## src/rtl/plid_pkg.sv

```systemverilog
package plid_pkg;

	localparam int DATA_W       = 32;
	localparam int POS_W        = 5;
	localparam int COUNT_W      = 5;
	localparam int CAPACITY_DEF = 16;

	// operation codes
	localparam logic [1:0] OP_INSERT = 2'd0;
	localparam logic [1:0] OP_DELETE = 2'd1;
	localparam logic [1:0] OP_READ   = 2'd2;

	// result status codes
	localparam logic [1:0] ST_OK     = 2'd0;
	localparam logic [1:0] ST_FULL   = 2'd1;
	localparam logic [1:0] ST_BADPOS = 2'd2;

	typedef struct packed {
		logic [1:0]               opcode;
		logic [POS_W-1:0]         position;
		logic signed [DATA_W-1:0] value;
	} cmd_t;

	typedef struct packed {
		logic [1:0]               status;
		logic signed [DATA_W-1:0] read_value;
		logic [COUNT_W-1:0]       count;
	} res_t;

	// broadcast command to every cell of the row
	typedef struct packed {
		logic             ins;
		logic             del;
		logic [POS_W-1:0] idx;
	} cell_ctrl_t;

endpackage

```

## src/rtl/plid_cell.sv

```systemverilog
module plid_cell import plid_pkg::*; #(
	parameter int INDEX = 0
) (
	input  logic                     clk,
	input  cell_ctrl_t               ctrl,
	input  logic signed [DATA_W-1:0] value,
	input  logic signed [DATA_W-1:0] left,
	input  logic signed [DATA_W-1:0] right,
	output logic signed [DATA_W-1:0] data,
	output logic                     hit
);

	logic signed [DATA_W-1:0] data_q;
	logic                     at_pos;
	logic                     past_pos;

	// locate this cell relative to the target position
	assign at_pos   = (int'(ctrl.idx) == INDEX);
	assign past_pos = (int'(ctrl.idx) < INDEX);

	// load on insert, take left neighbor past insert point, take right neighbor on delete
	always_ff @(posedge clk) begin
		if (ctrl.ins && at_pos) begin
			data_q <= value;
		end else if (ctrl.ins && past_pos) begin
			data_q <= left;
		end else if (ctrl.del && (at_pos || past_pos)) begin
			data_q <= right;
		end
	end

	assign data = data_q;
	assign hit  = at_pos;

endmodule

```

## src/rtl/positional_insert_delete_list_core.sv

```systemverilog
// A result is registered from its accepted transaction and is valid in the cycle after it is accepted.
// Throughput: one insert, delete or read per cycle; the cell row shifts every
// entry in parallel, so the next transaction is limited only by the result register.
// Reset clears the entry count and the result valid; entry cells are not reset
// and positions beyond the count are never observable.
module positional_insert_delete_list_core import plid_pkg::*; #(
	parameter int CAPACITY = CAPACITY_DEF
) (
	input  logic clk,
	input  logic arst_n,
	input  logic cmd_valid,
	output logic cmd_stall,
	input  cmd_t cmd,
	output logic res_valid,
	input  logic res_stall,
	output res_t res
);

	localparam int CNT_W = $clog2(CAPACITY + 1);
	localparam int XW    = ((CNT_W > POS_W) ? CNT_W : POS_W) + 1;

	logic [CNT_W-1:0]         count_q;
	logic                     res_valid_q;
	res_t                     res_q;
	logic                     accept;
	logic [XW-1:0]            cnt_ext;
	logic [XW-1:0]            pos_ext;
	logic [XW-1:0]            cnt_next;
	logic                     full;
	logic                     pos_ok_ins;
	logic                     pos_ok_sel;
	logic                     do_ins;
	logic                     do_del;
	logic                     do_rd;
	logic [1:0]               status;
	logic signed [DATA_W-1:0] rd_data;
	cell_ctrl_t               ctrl;
	logic signed [DATA_W-1:0] cell_data [CAPACITY];
	logic [CAPACITY-1:0]      cell_hit;

	// hold input while the result register is stalled
	assign cmd_stall = res_valid_q && res_stall;
	assign accept    = cmd_valid && !cmd_stall;

	// decode the transaction against the current count
	assign cnt_ext    = XW'(count_q);
	assign pos_ext    = XW'(cmd.position);
	assign full       = (cnt_ext == XW'(CAPACITY));
	assign pos_ok_ins = (pos_ext != '0) && (pos_ext <= cnt_ext + XW'(1));
	assign pos_ok_sel = (pos_ext != '0) && (pos_ext <= cnt_ext);

	always_comb begin
		do_ins = 1'b0;
		do_del = 1'b0;
		do_rd  = 1'b0;
		status = ST_BADPOS;
		unique case (cmd.opcode)
			OP_INSERT: begin
				if (full) begin
					status = ST_FULL;
				end else if (pos_ok_ins) begin
					do_ins = 1'b1;
					status = ST_OK;
				end
			end
			OP_DELETE: begin
				if (pos_ok_sel) begin
					do_del = 1'b1;
					status = ST_OK;
				end
			end
			OP_READ: begin
				if (pos_ok_sel) begin
					do_rd  = 1'b1;
					status = ST_OK;
				end
			end
			default: status = ST_BADPOS;
		endcase
	end

	always_comb begin
		cnt_next = cnt_ext;
		if (do_ins) begin
			cnt_next = cnt_ext + XW'(1);
		end else if (do_del) begin
			cnt_next = cnt_ext - XW'(1);
		end
	end

	// broadcast the command to the cell row
	assign ctrl.ins = accept && do_ins;
	assign ctrl.del = accept && do_del;
	assign ctrl.idx = cmd.position - POS_W'(1);

	// row of entry cells linked to neighbors; ends see cmd value (left), zero (right)
	for (genvar i = 0; i < CAPACITY; i++) begin : g_cell
		logic signed [DATA_W-1:0] left_d;
		logic signed [DATA_W-1:0] right_d;
		if (i == 0) begin : g_first
			assign left_d = cmd.value;
		end else begin : g_left
			assign left_d = cell_data[i-1];
		end
		if (i == CAPACITY - 1) begin : g_last
			assign right_d = '0;
		end else begin : g_right
			assign right_d = cell_data[i+1];
		end
		plid_cell #(
			.INDEX(i)
		) u_cell (
			.clk  (clk),
			.ctrl (ctrl),
			.value(cmd.value),
			.left (left_d),
			.right(right_d),
			.data (cell_data[i]),
			.hit  (cell_hit[i])
		);
	end

	// select the addressed cell for a read
	always_comb begin
		rd_data = '0;
		for (int i = 0; i < CAPACITY; i++) begin
			if (cell_hit[i]) begin
				rd_data = rd_data | cell_data[i];
			end
		end
	end

	// advance the entry count
	always_ff @(posedge clk or negedge arst_n) begin
		if (!arst_n) begin
			count_q <= '0;
		end else if (accept) begin
			count_q <= CNT_W'(cnt_next);
		end
	end

	// hold the result until it is taken
	always_ff @(posedge clk or negedge arst_n) begin
		if (!arst_n) begin
			res_valid_q <= 1'b0;
		end else if (!cmd_stall) begin
			res_valid_q <= cmd_valid;
		end
	end

	always_ff @(posedge clk) begin
		if (accept) begin
			res_q.status     <= status;
			res_q.read_value <= do_rd ? rd_data : '0;
			res_q.count      <= COUNT_W'(cnt_next);
		end
	end

	assign res_valid = res_valid_q;
	assign res       = res_q;

endmodule
```

## config.mk

```make
export PLATFORM = sky130hd
export DESIGN_NAME = positional_insert_delete_list_core
export DESIGN_NICKNAME = d
export VERILOG_FILES = /design/src/rtl/plid_pkg.sv /design/src/rtl/plid_cell.sv /design/src/rtl/positional_insert_delete_list_core.sv
export SDC_FILE = /design/constraint.sdc
export NUM_CORES = 1
export LEC_CHECK = 0
export BUFFER_PORTS_ARGS = -buffer_cell sky130_fd_sc_hd__clkbuf_2
export CORE_MARGIN = 2
export CORE_UTILIZATION = 25
export DETAILED_ROUTE_END_ITERATION = 8
export PLACE_DENSITY = 0.48
export RECOVER_POWER = 25
export SYNTH_ARGS = -nofsm -noshare
export SYNTH_HDL_FRONTEND = slang
export SYNTH_SLANG_ARGS = --single-unit
```

## constraint.sdc

```tcl
create_clock -name clk -period 8 [get_ports clk]
set_input_delay 0.8 -clock clk [delete_from_list [all_inputs] [get_ports clk]]
set_output_delay 0.8 -clock clk [all_outputs]
set_load 0.05 [all_outputs]
```

# After elaboration in Yosys (flattened, before gate mapping)
# Index checks and enable logic that the tools add are counted.
# totals
reg_bits	557
input_bits	43
out_inout_bits	41
word_cells	238
# op_classes
addsub	3
magnitude_cmp	17
n_eq_ne	18
mux	75
n_bitwise	15
reduce_logical	89
# op_table
op	n
$mux W32	63
$or A32 B32 Y32	15
$logic_and A1 B1 Y1	53
$eq A5 B5 Y1 const B	9
$reduce_bool A3 Y1	15
$lt A5 B4 Y1 const B	8
$eq A5 B4 Y1 const B	4
$lt A5 B3 Y1 const B	4
$logic_or A1 B1 Y1	15
$eq A5 B3 Y1 const B	2
$lt A5 B2 Y1 const B	2
$mux W5	2
$sub A5 B1 Y5 const B	2
$add A5 B1 Y6 const B	1
$le A5 B6 Y1	1
$mux W1	6
$mux W2	3
$reduce_bool A6 Y1	1
$eq A5 B2 Y1 const B	1
$le A5 B5 Y1	1
$logic_not A5 Y1	1
$lt A5 B1 Y1 const B	1
$pmux W2 S2	1
$eq A2 B1 Y1 const B	1
other kinds (5)	5

# Longest topological paths before layout
# Gate-level depths: netlist of the first run.
# logic_depth
depth_word	33
depth_mapped	13
mapped_depth_nobuf	10

# Modules after synthesis
# A second synthesis of the first run with hierarchy kept.
# unflattened
cells_unflattened	2758
hier_area_um2	33756.1
# modules_own_cells
module	n_inst	cells_per_inst	area_per_inst_um2	seq_area_each_um2
positional_insert_delete_list_core	1	533	4919.7	1321.3
plid_cell (g_cell[11].u_cell)	1	197	2386.0	960.9
plid_cell (g_cell[10].u_cell)	1	194	1988.2	960.9
plid_cell (g_cell[2].u_cell)	1	195	1949.4	960.9
plid_cell (g_cell[8].u_cell)	1	108	1901.8	960.9
plid_cell (g_cell[7].u_cell)	1	180	1866.8	960.9
plid_cell (g_cell[3].u_cell)	1	143	1834.3	960.9
plid_cell (g_cell[4].u_cell)	1	109	1789.2	960.9
plid_cell (g_cell[12].u_cell)	1	146	1774.2	960.9
plid_cell (g_cell[6].u_cell)	1	116	1774.2	960.9
plid_cell (g_cell[1].u_cell)	1	149	1762.9	960.9
plid_cell (g_cell[5].u_cell)	1	149	1697.9	960.9
plid_cell (g_cell[9].u_cell)	1	118	1677.9	960.9
plid_cell (g_cell[14].u_cell)	1	118	1645.3	960.9
3 more rows	-	-	-	-

# Least setup slack after synthesis of the first run
# No wires, ideal clock.
# synth_path
path_type	input to register
startpoint	in cmd[32] (netlist bit)
endpoint	reg g_cell[3].u_cell.data_q[0] (enable)
setup_time_ps	501
arrival_time_ps	5452
required_ps	7499
slack_ps	2047
stages	7
n_path_buf	1
cell_sequence	buf_2 > inv_1 > ha_1 > or2_2 > a21oi_1 > o21ai_2 > nor4_1
# synth_via
elab_chain_len	8
word_cells_on_any_way	20
# synth_lines
item	line	source
start: declaration	positional_insert_delete_list_core.sv:13	input cmd_t cmd,
parallel branches: the longest is 7 deep, another holds $sub A5 B1 Y5	-	
$reduce_bool A3 Y1 (no source line) (*)	-	
end signal: assignment	plid_cell.sv:24	data_q <= value;
end signal: assignment	plid_cell.sv:26	data_q <= left;
end signal: assignment	plid_cell.sv:28	data_q <= right;
end: declaration	plid_cell.sv:13	logic signed [DATA_W-1:0] data_q;
# Mark *: on every way between the ends.
# A chain may end at the register's enable or synchronous reset.

# Worst setup path in the final report of the first run
# layout_path
startpoint	in cmd[32] (netlist bit)
endpoint	reg g_cell[6].u_cell.data_q[20], data pin
# layout_via
elab_chain_len	9
word_cells_on_any_way	14
# layout_lines
item	line	source
parallel branches: the longest is 8 deep, another holds $sub A5 B1 Y5	-	
$mux W32 (*)	plid_cell.sv:23	if (ctrl.ins && at_pos) begin
end signal: assignment	plid_cell.sv:24	
end signal: assignment	plid_cell.sv:26	
end signal: assignment	plid_cell.sv:28	
end: declaration	plid_cell.sv:13	
# Marked as above.

==> results of run 1 <==
==> power groups by stage <==
stage / Sequential [mW] / Combinational [mW] / Clock, mW
final: 3.46 / 1.32 / 3.40
after global routing: 3.47 / 1.38 / 3.52
after CTS: 3.46 / 1.31 / 3.42
after detailed placement: 3.52 / 1.30 / 0
after global placement: 3.52 / 1.30 / 0
after floorplan: 3.54 / 0.755 / 0
==> path summary, 6_finish.rpt <==
| check | slack, ns | endpoint |
|---|---|---|
| min in group asynchronous | 0.59 | count_q[2] |
| worst max-delay path | 1.63 | g_cell[6].u_cell.data[20] |
| max in group asynchronous | 7.15 | count_q[4] |
| worst max register to register | 1.79 | g_cell[0].u_cell.data[0] |
| worst min-delay path | 0.38 | res_valid |
| worst min register to register | 0.54 | res_valid |
==> registers in the layout (all words and copies together), names as in the netlist <==
| name | cells |
|---|---|
| count_q | 5 |
| g_cell.u_cell.data | 512 |
| res | 39 |
| res_valid | 1 |
==> cells by family (layout without fill, tap and decap cells) <==
family	Yosys count	after routing
AO/OA/AOI/OAI	1144	1144
flip-flops	557	557
other	0	1
XOR/XNOR	10	10
multiplexers	58	58
buffers and inverters	379	358
AND/OR/NAND/NOR	1160	1160
adder cells (fa/ha/maj)	21	21
==> routing by layer <==
layer	wire (um)	vias up	GRT usage [%]
met5	192	-	0.799
met4	9330	9	12.0
met3	20700	537	5.94
met2	71100	2467	36.4
met1	65600	15256	32.4
li1	-	12621	-
==> critical path, cell delays in order <==
cell,delay [ns]
sky130_fd_sc_hd__clkbuf_2,0.29
sky130_fd_sc_hd__inv_1,0.34
sky130_fd_sc_hd__ha_1,0.20
sky130_fd_sc_hd__buf_4,0.31
sky130_fd_sc_hd__nand2b_1,0.17
sky130_fd_sc_hd__buf_4,0.24
sky130_fd_sc_hd__o21ai_0,2.52
sky130_fd_sc_hd__buf_4,0.59
sky130_fd_sc_hd__nand4_4,0.35
sky130_fd_sc_hd__buf_4,0.59
sky130_fd_sc_hd__nor2_1,0.18
sky130_fd_sc_hd__a31oi_1,0.06
==> synthesized netlist by cell type, drive strengths merged (12+ instances only) <==
cell | number | area share [%]
a221oi | 32 | 0.86
nor2 | 352 | 4.1
a211oi | 18 | 0.41
ha | 21 | 0.80
buf | 178 | 3.2
a2bb2oi | 160 | 4.3
a22o | 86 | 2.3
a22oi | 114 | 2.6
nand2 | 687 | 7.9
o21ai | 24 | 0.40
and3 | 17 | 0.33
o22a | 12 | 0.32
nor3 | 18 | 0.42
nand4 | 12 | 0.46
o2bb2ai | 29 | 0.78
mux2i | 20 | 0.62
a222oi | 23 | 0.70
o22ai | 133 | 2.5
a21oi | 104 | 1.7
a31oi | 318 | 6.1
mux2 | 38 | 1.3
edfxtp | 551 | 51
inv | 49 | 0.56
clkbuf | 151 | 1.7
nand3 | 28 | 0.53
==> area by class of cell <==
cell class | count | area, um^2 | share of cell area, %
Tap cell | 1742 | 2180 | 5.89
Inverter | 50 | 188 | 0.507
Clock buffer | 79 | 1810 | 4.88
Antenna cell | 1 | 2.50 | 0.00676
Timing Repair Buffer | 185 | 1120 | 3.02
Multi-Input combinational cell | 2393 | 14500 | 39.2
Clock inverter | 44 | 527 | 1.42
Sequential cell | 557 | 16700 | 45.1
==> through the flow <==
stage	hold WS [ns]	instance area, um^2
floorplan	0.504	32700
global placement	0.510	34900
detailed placement	0.522	34900
CTS	0.345	37200
global route	0.374	37000
finish	0.378	37000
==> summary.md, run 1 <==
The flow ran to the end, but the final reports show violations. The final reports fail on max-capacitance violations, max-slew violations. The synthesized netlist devotes 14.9% of its cell area to simple gates. The slew of the pin with the lowest slew margin is 3.37 ns. The most used flip-flop cell after synthesis is sky130_fd_sc_hd__edfxtp_1. Number of hold-slack violations in the final timing report: 0. After synthesis the netlist holds a flip-flop and latch count of 557.

The logs give 13.7k for the layout filler cell count and 230000 um for the wire length of the first global-routing pass. For the part of the total power dissipated in sequential elements, the log shows 42.3%. After Yosys synthesis, full adders, half adders and majority gates account for 0.804% of the synthesized area.

For the length of the first detailed-routing pass in iterations, the log shows 8. The horizontal extent of the die was 366 um; the detailed placer's ending HPWL was 98200 um. Dividing total power by cell area gives a power density of 221 nW/um^2. Sum of negative setup slack: 0 ns. The clock latency on the worst-skew pair came out at 0.66 ns. The count of unresolved DRC violations after routing was 0; the power share of the combinational group was 16.1%. Setup repair after global routing left no endpoint under its margin.

For this run, the register share of the synthesized area comes to 51.1%. The number of setup buffers added after CTS is 0. The tools report the number of buffers added to fix hold violations after cts as 1. The headroom to the max-slew limit is -127%, and the maximum clock rate is 157 MHz.

The number of placed instances, taps included came out at 4926. IR analysis of the VDD net gives a maximum drop of 0.156 mV. The detail route stage leaves a number of antenna-violating nets equal to 0. The tools report the required time of the worst setup path as 8.34 ns.

The run gives 130000 um^2 as the area of the placeable core. STA classifies the critical path endpoint as a flop. The synthesized design contains 551 enable-type register cells.

The tools report the final standard cell count with taps included and fillers excluded as 5051. After detailed routing, the number of vias per cell comes to 6.12. The design draws 8.18 mW.

Post-route core utilization: 28.6%. By area, the combinational part of the netlist is dominated by compound AO/OA/AOI/OAI gates. The switching share of power was 30.5%; the final critical-path share of the clock period was 79.7%. The tools report the number of maximum-capacitance violations as 9. For this block, the via count after detailed routing is 30.9k. The clock buffer count from CTS came out at 69.

In the layout the commonest cells are 677 x sky130_fd_sc_hd__nand2_1, 551 x sky130_fd_sc_hd__edfxtp_1, 338 x sky130_fd_sc_hd__nor2_1. The net count of the mapped netlist was 3393; the area growth from synthesis to layout was 13.3%. The run gives 6.72 ns as the arrival time at the worst endpoint. The number of antenna violations at the first check in global routing was 4. The instance count along the most critical hold path is 2, and the number of DRC violations after detailed-routing iteration 0 is 5138. TritonCTS built the clock tree. For this design the static power due to leakage is 12.4 nW. The H-tree was split into 3 levels. Via count of the first global-routing pass: 28.7k.

The cell area that synthesis handed to floorplanning was 32700 um^2. The worst register-to-register path has a depth of 12. The total clock sinks is 557.

Input and output buffers added on the ports amount to 83. Of all flip-flops after synthesis, the portion carrying an async set or reset was 1.08%. After synthesis, the netlist uses 92 different library cells. The synthesized netlist devotes 25.5% of its cell area to compound gates. For the number of standard cells after synthesis, the log shows 3329. The initial core utilization was 25.2%; the aggregate global routing overflow was 0. Multiplexer cells account for 1.93% of the synthesized area.

A synthesized cell averages 9.82 um^2. Total number of yosys warnings: 0. The run gives 3320 as the final net count. The clock network accounts for 41.6% of the total power. The internal power consumption is 5.68 mW. Most frequent standard cell in the layout excluding fill and tap cells: sky130_fd_sc_hd__nand2_1. The run gives 151 as the count of final max-slew check failures. Setup violations remaining at the end of the flow were counted as 0. Measured along the y axis, the die boundary spans 366 um. In this run, post-CTS repair resized a total of 0 instances. Start point of the critical path: cmd[32]. The worst path needs 6.37 ns of the cycle, external delays included. The tools report the setup slack of the critical path after layout as 1.63 ns.

Start point of the worst hold path: cmd_valid. After detailed routing, the average wire length per cell comes to 33.0 um. The launching element type of the critical path was an input pin.

After Yosys synthesis, XOR and XNOR cells account for 0.268% of the synthesized area. Counting along the longest clock path gives a buffer depth of 3. For the power spent charging and discharging nets, the log shows 2.50 mW.

The run gives 0.0296 ns as the clock skew. Along the worst path, the maximum fanout reaches 48. The logs give 84 for the number of placed I/O pins and 132 for the number of core rows. The total routing usage reported by global routing is 24.3%. The run gives 134000 um^2 as the die area. The class of the most critical hold timing path is input pin to flop.

For the placer's final routability congestion estimate, the log shows 0.908. Entering global routing, the biggest net connects 65 pins. In this run the critical register-to-register path is launched from count_q[0].

The library cell used as clock root buffer is sky130_fd_sc_hd__clkbuf_16. The setup path with the least slack is of type input pin to flop. The clock slew at the register clock pins of the worst setup and hold paths was 0.06 ns. The post-route netlist has 10.6% of its cells at a drive strength greater than 1.

For the routed wire length, the log shows 167000 um. The pre-CTS setup slack was 2.65 ns.
Note: power is estimated with default switching activity, not from simulation.
==> run 2: changes to the inputs <==
--- a/config.mk
+++ b/config.mk
@@ -5,6 +5,7 @@
 export SDC_FILE = /design/constraint.sdc
 export NUM_CORES = 1
 export LEC_CHECK = 0
+export ABC_AREA = 1
 export BUFFER_PORTS_ARGS = -buffer_cell sky130_fd_sc_hd__clkbuf_2
 export CORE_MARGIN = 2
 export CORE_UTILIZATION = 25
==> constraint.sdc (replaced) <==
create_clock -name clk -period 6.6 [get_ports clk]
set_input_delay 0.66 -clock clk [delete_from_list [all_inputs] [get_ports clk]]
set_output_delay 0.66 -clock clk [all_outputs]
set_load 0.05 [all_outputs]
==> run 2 against run 1 <==
Compared with the run above:
- the flow still finishes with violations (max-capacitance violations, max-slew violations)
- largest power group unchanged
- area after synthesis increased by 12%
- setup slack worse by 0.54 ns
- register-to-register slack worse by 0.45 ns
- clock power rose by 13%
- critical endpoint is now g_cell[8].u_cell.data[12]
==> summary.md, run 2 <==
The fraction of post-synthesis cell area in the top cell type by area was 45.2% (-5.4 points); the slew of the pin with the lowest slew margin was 2.46 ns (-0.915 ns). The count of final max-slew check failures is 141 (-6.6%), and the average wire per cell in the routed design is 24.9 um (-25%). Arrival time at the worst endpoint: 5.82 ns (-0.90 ns). The path with the worst hold slack has its endpoint at res_valid. The setup slack of the worst register-to-register path came out at 1.34 ns (-0.45 ns). The placer's final routability congestion estimate was 0.930 (+2.4%). The final reports fail on max-capacitance violations, max-slew violations.

TritonCTS built the clock tree. The number of setup violations in the final report was 0 (unchanged). The count of buffers from port buffering is 83 (unchanged), and the length of the first detailed-routing pass in iterations is 6 (-2). The share of the yosys chip area belonging to registers was 45.6% (-5.4 points).

The clock buffer count from CTS was 69 (unchanged); the routed via count divided by cell count was 5.31 (-13%). The quantity of gates resized following cts is 0 (unchanged). The run gives 5 (-4) as the number of maximum-capacitance violations. The static leakage is 16.6 nW (+34%). The total routing usage reported by global routing was 22.0% (-2.2 points); the aggregate global routing overflow was 0 (unchanged). Total number of yosys warnings: 0 (unchanged). The run gives 84 (unchanged) as the number of placed I/O pins. In the post-synthesis netlist, the biggest area contributors are sky130_fd_sc_hd__edfxtp_1 45%, sky130_fd_sc_hd__nand3_1 18%, sky130_fd_sc_hd__nand2_1 13%. The logs give 146000 um^2 (+12%) for the area of the placeable core and 34 (-63%) for the count of unique library cells instantiated by Yosys. The level count of the clock H-tree came out at 3 (unchanged). The run gives 5091 (+50%) as the net count of the mapped netlist.

Final critical-path share of the clock period: 83.5%. The run gives 6.91 ns (-1.43 ns) as the required time of the worst setup path. The clock slew at the register clock pins of the worst setup and hold paths works out to 0.06 ns (about the same). In this run the most critical hold path is launched from cmd_valid. Worst IR drop on VDD: 0.156 mV (+0.52%). Leaving out fill and tap cells, the most frequent cells in the layout are 1326 x sky130_fd_sc_hd__nand3_1, 1226 x sky130_fd_sc_hd__nand2_1, 551 x sky130_fd_sc_hd__edfxtp_1. The most numerous cell in the Yosys netlist was sky130_fd_sc_hd__nand3_1. The number of core rows came out at 140 (+6.1%). The die extent in y works out to 387 um (+5.7%).

The maximum number of pins on one net before global-route repair is 141 (+120%). The largest fanout of any net on the critical path is 30 (-38%), and the die area is 149000 um^2 (+12%). The met3 routed wirelength is 12100 um (-42%), and the share of synthesized registers carrying an async set or reset is 1.08% (unchanged). Setup repair after global routing left no endpoint under its margin. The total clock sinks came out at 557 (unchanged). In this run the critical register-to-register path is launched from count_q[0]. The category of the worst setup path capture point was a flop.

The number of antenna violations at the first check in global routing is 2 (-2), and the detailed route wirelength on metal2 is 80400 um (+13%). The wire length of the first global-routing pass was 248000 um (+7.7%); the number of synthesized flops with an enable pin was 551 (unchanged). Synthesized flop and latch total: 557 (unchanged).

Capturing point of the worst reg2reg path: g_cell[12].u_cell.data[15]. The initial core utilization was 25.1% (-0.075 points). Final net count: 4911 (+48%). The power density normalized to cell area was 231 nW/um^2 (+4.5%). The run finished, with violations left. The tools report the cell area after synthesis as 36600 um^2 (+12%). The dominant cell type by area after synthesis was sky130_fd_sc_hd__edfxtp_1. The area growth from synthesis to layout is 11.3%, and the clock skew is 0.0342 ns (+0.00465 ns).

The most used flip-flop cell after synthesis is sky130_fd_sc_hd__edfxtp_1. Number of standard cells after synthesis: 5027 (+51%). The uppermost signal routing layer after detailed routing is met4. The post-route antenna net violation count was 0 (unchanged); the depth of the most critical reg-to-reg path was 16 (+4). Static timing analysis puts the maximum clock frequency at 181 MHz. The sum of negative setup slack is 0 ns (unchanged). The logs give 0.68 ns (+0.02 ns) for the clock latency on the worst-skew pair and -64.0% (+63 points) for the headroom to the max-slew limit.

The worst setup path is launched from an input pin. Counting instances in the post-synthesis netlist gives the leading cell types as 1325 x sky130_fd_sc_hd__nand3_1, 1226 x sky130_fd_sc_hd__nand2_1, 551 x sky130_fd_sc_hd__edfxtp_1, 505 x sky130_fd_sc_hd__inv_1, 436 x sky130_fd_sc_hd__o21ai_0. The length of routed wiring on met1 is 67300 um (+2.6%), and the overall power after layout is 9.41 mW (+15%). The tree is rooted in a sky130_fd_sc_hd__clkbuf_16.

The detailed placer's ending HPWL was 116000 um (+18%); the worst-case clock buffer depth was 3 (unchanged). The most frequent standard cell in the layout excluding fill and tap cells was sky130_fd_sc_hd__nand3_1. The tools report the total number of vias as 36.2k (+17%). The count of unresolved DRC violations after routing is 0 (unchanged), and the horizontal extent of the die is 387 um (+5.7%).

Number of flip-flops in the largest register: 512 (unchanged). The run gives 4298 (-16%) as the number of DRC violations after detailed-routing iteration 0. The fraction of layout cells with a size suffix above 1 was 6.14% (-4.4 points). The class of the most critical hold timing path is input pin to flop. The via count of the first global-routing pass is 35.8k (+24%), and the instance count along the most critical hold path is 3 (+1). The routed wire length was 170000 um (+1.6%); the minimum clock period after layout was 5.51 ns. The number of hold-slack violations in the final timing report is 0 (unchanged), and the synthesized area per cell is 7.28 um^2 (-26%). The critical path is of the input pin to flop type.
-- run 2: changes by cell type after synthesis, sizes merged, moves of 86 or more --
| cell | before | now |
|---|---|---|
| a22o | 86 | 0 |
| nand2 | 687 | 1234 |
| o22ai | 133 | 0 |
| clkbuf | 151 | 287 |
| a22oi | 114 | 3 |
| nand3 | 28 | 1326 |
| o21ai | 24 | 527 |
| inv | 49 | 522 |
| a2bb2oi | 160 | 0 |
| a31oi | 318 | 2 |
-- run 2: final cells by class --
type / instances / area, um^2
Fill cell: 15904 / 105000
Multi-Input combinational cell: 3507 / 16300
Sequential cell: 557 / 16700
Inverter: 522 / 1970
Clock buffer: 85 / 1870
Tap cell: 1917 / 2400
Antenna cell: 2 / 5.00
Clock inverter: 40 / 258
Timing Repair Buffer: 190 / 1220
-- run 2: worst max-delay path by stage --
| stage | from | endpoint | slack, ns | depth (start not counted) |
|---|---|---|---|---|
| after floorplan | res_stall | g_cell[0].u_cell.data[0] | 1.01 | 6 |
| after global placement | cmd[32] | g_cell[4].u_cell.data[16] | 1.68 | 9 |
| after detailed placement | cmd[32] | g_cell[4].u_cell.data[16] | 1.68 | 9 |
| after CTS | count_q[0] | g_cell[2].u_cell.data[27] | 1.94 | 18 |
| after global routing | cmd[32] | res[7] | 0.88 | 14 |
| final | cmd[32] | g_cell[8].u_cell.data[12] | 1.09 | 11 |
-- run 2: worst max-delay path: stages --
cell and delay [ns]:
sky130_fd_sc_hd__clkbuf_1 0.74, sky130_fd_sc_hd__inv_2 0.23, sky130_fd_sc_hd__ha_1 0.32, sky130_fd_sc_hd__nand3b_2 0.25
sky130_fd_sc_hd__nand2_2 0.22, sky130_fd_sc_hd__nor2_1 0.58, sky130_fd_sc_hd__buf_4 0.50, sky130_fd_sc_hd__nand2_1 0.09
sky130_fd_sc_hd__clkbuf_1 0.63, sky130_fd_sc_hd__a21oi_1 0.92, sky130_fd_sc_hd__buf_4 0.59
-- run 2: metrics by stage --
stage	utilization (%)	setup WS [ns]	cell area (um^2)	cells	hold WS (ns)
after global placement	26.6	1.68	38800	6692	0.472
after CTS	28.1	1.94	40900	6818	0.196
after floorplan	-	1.01	36600	5027	0.364
after global routing	28.0	0.883	40700	6819	0.192
final	28.0	1.09	40700	6820	0.215
after detailed placement	26.6	1.68	38800	6692	0.487
-- run 2: kinds of logic (layout without fill, tap and decap cells) --
family | after synthesis | after routing | share of synthesized area, %
flops | 557 | 557 | 45.6
compound gates | 635 | 635 | 9.11
xor+xnor | 9 | 9 | 0.215
simple gates | 2842 | 2842 | 34.1
fa+ha+maj | 21 | 21 | 0.718
buf+inv | 963 | 837 | 10.3
other cells | 0 | 2 | 0
-- run 2: repair_timing --
| action | in CTS | in global routing |
|---|---|---|
| endpoints found under the hold margin | 6 | 0 |
| hold buffers | 1 | 0 |
| setup buffers | 0 | 0 |
-- run 2: routing by layer --
layer	up-vias	global-route usage, %
li1	16417	-
met4	0	11.4
met5	-	0
met2	1748	36.5
met1	17656	28.1
met3	366	2.82
-- run 2: where the power goes --
group          internal, mW  total, mW  switching, mW
logic                 0.291       1.49           1.20
clock network          2.10       3.83           1.73
registers              4.02       4.09         0.0687
